## config.mk

```make
export PLATFORM = sky130hd
export DESIGN_NAME = fbc_coef
export DESIGN_NICKNAME = d
export VERILOG_FILES = /design/src/fbc_pkg.sv /design/src/fbc_coef.sv
export SDC_FILE = /design/constraint.sdc
export NUM_CORES = 2
export LEC_CHECK = 0
export BUFFER_PORTS_ARGS = -buffer_cell sky130_fd_sc_hd__buf_2
export CORE_UTILIZATION = 60
export CTS_BUF_LIST = sky130_fd_sc_hd__clkbuf_4 sky130_fd_sc_hd__clkbuf_8 sky130_fd_sc_hd__clkbuf_16
export DETAILED_ROUTE_END_ITERATION = 8
export PLACE_DENSITY_LB_ADDON = 0.12
export SYNTH_ARGS = -nofsm -noshare
export SYNTH_HDL_FRONTEND = slang
export SYNTH_SLANG_ARGS = --single-unit
```

## constraint.sdc

```tcl
create_clock -name clk -period 12.28 [get_ports clk]
set_input_delay 1.842 -clock clk [delete_from_list [all_inputs] [get_ports clk]]
set_output_delay 1.842 -clock clk [all_outputs]
set_load 0.01 [all_outputs]
```

## src/fbc_pkg.sv

```systemverilog
// Shared types and constants of the frustum box cull core.
package fbc_pkg;

  localparam int BOX_W      = 18;   // box coordinate width
  localparam int ENTRY_W    = 32;   // matrix entry, Q20.12
  localparam int COEF_W     = ENTRY_W + 1;     // plane coefficient, exact sum
  localparam int PROD_W     = COEF_W + BOX_W;  // coefficient times coordinate
  localparam int PSUM_W     = PROD_W + 1;      // sum of two terms
  localparam int SUM_W      = PSUM_W + 1;      // sum of four terms
  localparam int NUM_PLANES = 6;
  localparam int NUM_ROWS   = 4;
  localparam int NUM_REGS   = 8;
  localparam int REG_IDX_W  = 3;
  localparam int CFG_W      = 64;
  localparam int S_TDATA_W  = 112;  // six 18-bit fields, padded to bytes
  localparam int M_TDATA_W  = 8;
  localparam int NUM_STAGES = 5;

  // Near plane uses the z column alone (depth range zero to one).
  localparam logic ZERO_TO_ONE_DEPTH = 1'b1;

  // Plane slots
  localparam int PL_LEFT   = 0;
  localparam int PL_RIGHT  = 1;
  localparam int PL_BOTTOM = 2;
  localparam int PL_TOP    = 3;
  localparam int PL_NEAR   = 4;
  localparam int PL_FAR    = 5;

  // Reset gives the identity matrix
  localparam logic [CFG_W-1:0] CFG_RESET [NUM_REGS] = '{
    64'h0000_0000_0000_1000,
    64'h0000_0000_0000_0000,
    64'h0000_1000_0000_0000,
    64'h0000_0000_0000_0000,
    64'h0000_0000_0000_0000,
    64'h0000_0000_0000_1000,
    64'h0000_0000_0000_0000,
    64'h0000_1000_0000_0000
  };

  typedef struct packed {
    logic signed [COEF_W-1:0] a;
    logic signed [COEF_W-1:0] b;
    logic signed [COEF_W-1:0] c;
    logic signed [COEF_W-1:0] d;
  } plane_coef_t;

  typedef struct packed {
    logic signed [BOX_W-1:0] x;
    logic signed [BOX_W-1:0] y;
    logic signed [BOX_W-1:0] z;
  } corner_t;

  typedef struct packed {
    logic st1;
    logic st2;
    logic st3;
  } lane_load_t;

endpackage

```

## src/fbc_coef.sv

```systemverilog
// Matrix register file and per-plane coefficient registers.
module fbc_coef
  import fbc_pkg::*;
(
  input  logic                 clk,
  input  logic                 rst,
  input  logic                 cfg_valid,
  output logic                 cfg_ready,
  input  logic [REG_IDX_W-1:0] cfg_index,
  input  logic [CFG_W-1:0]     cfg_data,
  output plane_coef_t          coef [NUM_PLANES]
);

  logic [CFG_W-1:0]         mat [NUM_REGS];
  logic signed [COEF_W-1:0] mx  [NUM_ROWS][NUM_ROWS];
  logic signed [COEF_W-1:0] pc  [NUM_PLANES][NUM_ROWS];

  assign cfg_ready = !rst;

  always_ff @(posedge clk) begin
    if (rst) begin
      for (int i = 0; i < NUM_REGS; i++) mat[i] <= CFG_RESET[i];
    end else if (cfg_valid) begin
      mat[cfg_index] <= cfg_data;
    end
  end

  // Sign-extended matrix entries, then column sums and differences per plane
  always_comb begin
    for (int r = 0; r < NUM_ROWS; r++) begin
      for (int c = 0; c < NUM_ROWS; c++) begin
        mx[r][c] = COEF_W'(signed'(mat[2*r + (c >> 1)][(c & 1)*ENTRY_W +: ENTRY_W]));
      end
    end
    for (int r = 0; r < NUM_ROWS; r++) begin
      pc[PL_LEFT][r]   = mx[r][3] + mx[r][0];
      pc[PL_RIGHT][r]  = mx[r][3] - mx[r][0];
      pc[PL_BOTTOM][r] = mx[r][3] + mx[r][1];
      pc[PL_TOP][r]    = mx[r][3] - mx[r][1];
      pc[PL_NEAR][r]   = ZERO_TO_ONE_DEPTH ? mx[r][2] : mx[r][3] + mx[r][2];
      pc[PL_FAR][r]    = mx[r][3] - mx[r][2];
    end
  end

  always_ff @(posedge clk) begin
    for (int p = 0; p < NUM_PLANES; p++) begin
      coef[p] <= '{a: pc[p][0], b: pc[p][1], c: pc[p][2], d: pc[p][3]};
    end
  end

endmodule

```

# --- After elaboration in Yosys (flattened, before gate mapping) ---
# Memories as Yosys holds them, arrays and structs flattened.
# Cells that the tools add are included.
word_totals:
  input_bits: 70
  wordCells: 55
  reg_bits: 788
  mem_bits_rw: 512
  n_memories: 1
memory_table:
  columns: ["name", "words", "width", "read_ports", "rd_clocked_by_memory_dff", "wr", "line_no", "text"]
  rows:
  - ["mat", 8, 64, 8, 0, 8, "fbc_coef.sv:14", "logic [CFG_W-1:0] mat [NUM_REGS];"]
classes:
  n_reduce_logical: 2
  n_mux: 8
  n_addsub: 20
op_table:
  columns: ["op", "count"]
  rows:
  - ["$sub 32x32->33", 12]
  - ["$add 32x32->33", 8]
  - ["$mux 64", 1]
  - ["$reduce_or 64->1", 1]
  - ["$mux 1", 6]
  - ["$mux 3", 1]
  - ["$logic_not 1->1", 1]

# --- Depth between registers and ports, before layout ---
depth:
  ltp_word: 5
  ltp_mapped: 14
  mapped_depth_nobuf: 14

# --- Worst setup path before layout ---
# Ideal clock, no wire load.
synth_timing:
  path_kind: "input to register"
  from: "in rst"
  to: "mem mat[3][0] (enable)"
  path_stages: 3
  t_arrival_ns: 6.737
  path_slack_ns: 4.969
  n_path_buf: 0
  cell_sequence: "clkinv_1 -> nand3_1 -> o21ai_0"
synth_rtl:
  columns: ["element", "line_no", "text"]
  rows:
  - ["from (decl)", "fbc_coef.sv:6", "input logic rst,"]
  - ["to (decl)", "fbc_coef.sv:14", null]

==> results.txt <==
The flow ran to the end, and the final reports show no timing, DRC or antenna violations. The number of port buffers is 862. In this run, the number of DRC markers left after iteration 0 of detailed routing was 5081.

Clock-pin slew was measured on the worst setup and hold paths at 60 ps. Yosys attributes the largest share of cell area to sky130_fd_sc_hd__dfxtp_1 24%, sky130_fd_sc_hd__edfxtp_1 23%, sky130_fd_sc_hd__ha_1 12%, sky130_fd_sc_hd__xnor2_1 5.9%, sky130_fd_sc_hd__and2_1 4.9%. The weighted congestion at the end of routability-driven global placement came out at 0.979.

In the global route stage, overall resource usage came out at 35.5%. Setup repair after global routing left no endpoint under its margin. The critical path is of the in -> reg type.

The most used flip-flop cell after synthesis is sky130_fd_sc_hd__dfxtp_1. The worst setup path is launched from a primary input. At the pin with the least slew margin, the transition time is 1230 ps. The final-layout worst hold slack came out at 366 ps.

The fmax came out at 223 MHz. Once detail routing completed, the nets flagged for antenna violations numbered 0. In this run, CTS created clock tree buffers numbering 134.

The setup TNS came out at 0 ps. The number of filler instances in the final layout came out at 8171. The floorplan die width came out at 335 um. The largest net degree at the start of global routing is 66. The number of antenna violations at the first check in global routing is 33. The first global-routing pass estimated 297 mm of wire. For this run the aggregate overflow at the end of global routing stands at 0. The detailed-placement wirelength estimate came out at 163 mm. sky130_fd_sc_hd__dfxtp_1 is the most common cell in the netlist.

The top cell type by total area after synthesis is sky130_fd_sc_hd__dfxtp_1. The average footprint of a synthesized cell is 10.0 um^2. The top cell type by area accounts for 23.5% of the synthesized area. The share of cells above drive strength 1 came out at 16.2%. The height of the die came out at 335 um. The total of cells resized after clock tree synthesis came out at 0.

The tree is rooted in a sky130_fd_sc_hd__clkbuf_16. The gate count of the mapped netlist came out at 6645. The max-slew violation total from the final report is 0.

The maximum buffer depth of the clock tree came out at 3. After detailed routing, the number of remaining DRC violations is 0. Post-CTS timing repair inserted 0 buffers for setup. The area of the die is 0.112 mm^2. The average wire per cell in the routed design came out at 22.7 um. The final period demand of the worst path came out at 4480 ps. Power spread over the standard cell area amounts to 172 mW/mm^2.

The number of flops mapped to enable cells by yosys came out at 512. The count of final hold-check violations came out at 0. The number of nets produced by synthesis came out at 7375. The via count of the first global-routing pass came out at 50.1k.

The total number of placement rows came out at 121. The count of state elements after synthesis came out at 1292. The kind of end point of the critical path is a flip-flop. The setup-violating endpoint count in the final report came out at 0. The count of hold buffers inserted by post-cts repair came out at 0. The synthesized netlist contains 99 unique library cells. In this run the static leakage power is 0.0344 uW. Summing all multi-input logic gate instances after layout gives 0.0321 mm^2. The area growth from synthesis to layout is 15.0%. The post-synthesis async set-or-reset flop share came out at 0%. The top fanout value on the critical path is 65. The setup clock skew after layout is 22.8 ps. By count the netlist is led by 780 x sky130_fd_sc_hd__dfxtp_1, 644 x sky130_fd_sc_hd__inv_1, 640 x sky130_fd_sc_hd__ha_1, 539 x sky130_fd_sc_hd__a21oi_1, 521 x sky130_fd_sc_hd__and2_1. Across the VDD grid, the largest voltage drop is 0.143 mV. Clock latency on the worst-skew pair, taken at its later pin, is 750 ps. The worst hold path belongs to the class reg -> reg. The fraction of the cycle the final worst path needs is 36.5%.

The length of the first detailed-routing pass in iterations came out at 6. For this run, the post-layout net count is 8150. The yosys synthesis warning count is 0. The total via count after detailed routing came out at 51.5k. Across the run, the number of max-cap violations was 0.

The floorplan step defined a core boundary enclosing 0.109 mm^2. The tightest slew margin relative to the limit came out at 18.0%. Using the TritonRoute via totals, the vias-per-cell ratio works out to 5.71. The I/O pin count is 863.

Registers take 0.0310 mm^2. The starting density of the core came out at 60.8%. The required time of the worst setup path came out at 12650 ps. CTS built an H-tree with a depth of 4.

The CTS tree is built. The CTS sink count is 1292. The total length of routed wires came out at 205 mm.

At the worst endpoint, the arrival time is 4860 ps. The synthesized area is 0.0664 mm^2. The sequential share of the synthesized area came out at 46.7%.
metal layers:
layer / up-vias / global-route usage, % / wire length (um)
met4: 2 / 16.8 / 9800
met2: 2302 / 61.2 / 99300
met5: - / 0 / 13
met3: 447 / 6.85 / 18100
li1: 24300 / - / -
met1: 24500 / 42.5 / 77800
worst paths after layout:
path                             from                       end  slack, ps  cells after the start
max                               rst  mat[0][22]$_SDFFCE_PN0P_       7800                      8
min reg2reg  mat[3][13]$_SDFFCE_PN0P_         coef[211]$_DFF_P_        370                      0
max reg2reg  mat[3][33]$_SDFFCE_PN0P_         coef[362]$_DFF_P_       8040                     13
min          mat[3][13]$_SDFFCE_PN0P_         coef[211]$_DFF_P_        370                      0
sequential cells by signal, indices dropped and copies added, names as in the netlist:
register  count
coef        780
mat         512
cells in the final DEF, fill, tap and decap left out, types with 23 or more instances in the layout:
cell / synthesis / final
sky130_fd_sc_hd__and2_1: 521 / 521
sky130_fd_sc_hd__nand3_1: 82 / 82
sky130_fd_sc_hd__a31oi_1: 43 / 43
sky130_fd_sc_hd__nor2b_1: 80 / 80
sky130_fd_sc_hd__o21ai_0: 191 / 185
sky130_fd_sc_hd__nand2b_1: 77 / 77
sky130_fd_sc_hd__xor2_1: 105 / 105
sky130_fd_sc_hd__nand4_1: 25 / 25
sky130_fd_sc_hd__clkbuf_16: 0 / 147
sky130_fd_sc_hd__edfxtp_1: 512 / 512
sky130_fd_sc_hd__inv_1: 644 / 644
sky130_fd_sc_hd__o21a_1: 54 / 54
sky130_fd_sc_hd__o21bai_1: 124 / 124
sky130_fd_sc_hd__o41ai_1: 24 / 24
sky130_fd_sc_hd__ha_1: 640 / 640
sky130_fd_sc_hd__o211ai_1: 33 / 33
sky130_fd_sc_hd__nor3_1: 120 / 118
sky130_fd_sc_hd__o31ai_1: 41 / 41
sky130_fd_sc_hd__nand2_1: 187 / 187
sky130_fd_sc_hd__and3_1: 34 / 34
sky130_fd_sc_hd__o21ai_1: 58 / 58
sky130_fd_sc_hd__clkinv_2: 0 / 32
sky130_fd_sc_hd__dfxtp_1: 780 / 780
sky130_fd_sc_hd__or3_1: 34 / 34
sky130_fd_sc_hd__a211oi_1: 33 / 33
sky130_fd_sc_hd__nor2_1: 505 / 499
sky130_fd_sc_hd__buf_2: 27 / 862
sky130_fd_sc_hd__clkbuf_4: 0 / 23
sky130_fd_sc_hd__a21o_1: 141 / 141
sky130_fd_sc_hd__a21oi_1: 539 / 539
sky130_fd_sc_hd__xnor2_1: 448 / 448
per-stage QoR:
step | cells | instance area [um^2] | worst slack [ps] | util [%] | power (uW)
after detailed placement | 8760 | 71800 | 7110 | 65.7 | 9000
final | 9019 | 76400 | 7800 | 69.9 | 13100
after global routing | 9007 | 76300 | 7630 | 69.8 | 13600
after global placement | 8760 | 71800 | 7190 | 65.7 | 8970
after floorplan | 6645 | 66400 | 4970 | - | 7510
after CTS | 9004 | 76300 | 7890 | 69.8 | 13100
report_power, final:
group	switching [uW]	internal, uW	leakage (uW)	total (uW)
clock	1720	2400	0.00228	4120
combinational	2090	1290	0.0207	3370
sequential	428	5180	0.0115	5610
total	4230	8870	0.0344	13100
critical path: stages:
cell and delay, ps:
sky130_fd_sc_hd__buf_2 140, sky130_fd_sc_hd__clkinv_1 70, sky130_fd_sc_hd__buf_4 250, sky130_fd_sc_hd__nand3b_1 660, sky130_fd_sc_hd__nor3_2 290, sky130_fd_sc_hd__buf_4 490
sky130_fd_sc_hd__or2_2 440, sky130_fd_sc_hd__buf_4 590
layout make-up:
cell class                 instances  share of cell area, %
multi-input combinational       4456                   42.0
sequential                      1292                   40.6
timing repair buffer             877                   5.80
clock buffer                     184                   5.30
inverter                         659                   3.24
tap                             1476                   2.42
clock inverter                    60                  0.600
antenna                           15                 0.0492
cells by family after synthesis:
family | count (synthesis) | synth area share [%]
DFF | 1292 | 46.7
and+or+nand+nor | 1759 | 13.8
adders and majority gates | 660 | 12.7
xor gates and xnor gates | 553 | 7.29
buffers and inverters | 897 | 5.23
AOI/OAI and AO/OA | 1484 | 14.4
(Power assumes the default switching activity.)
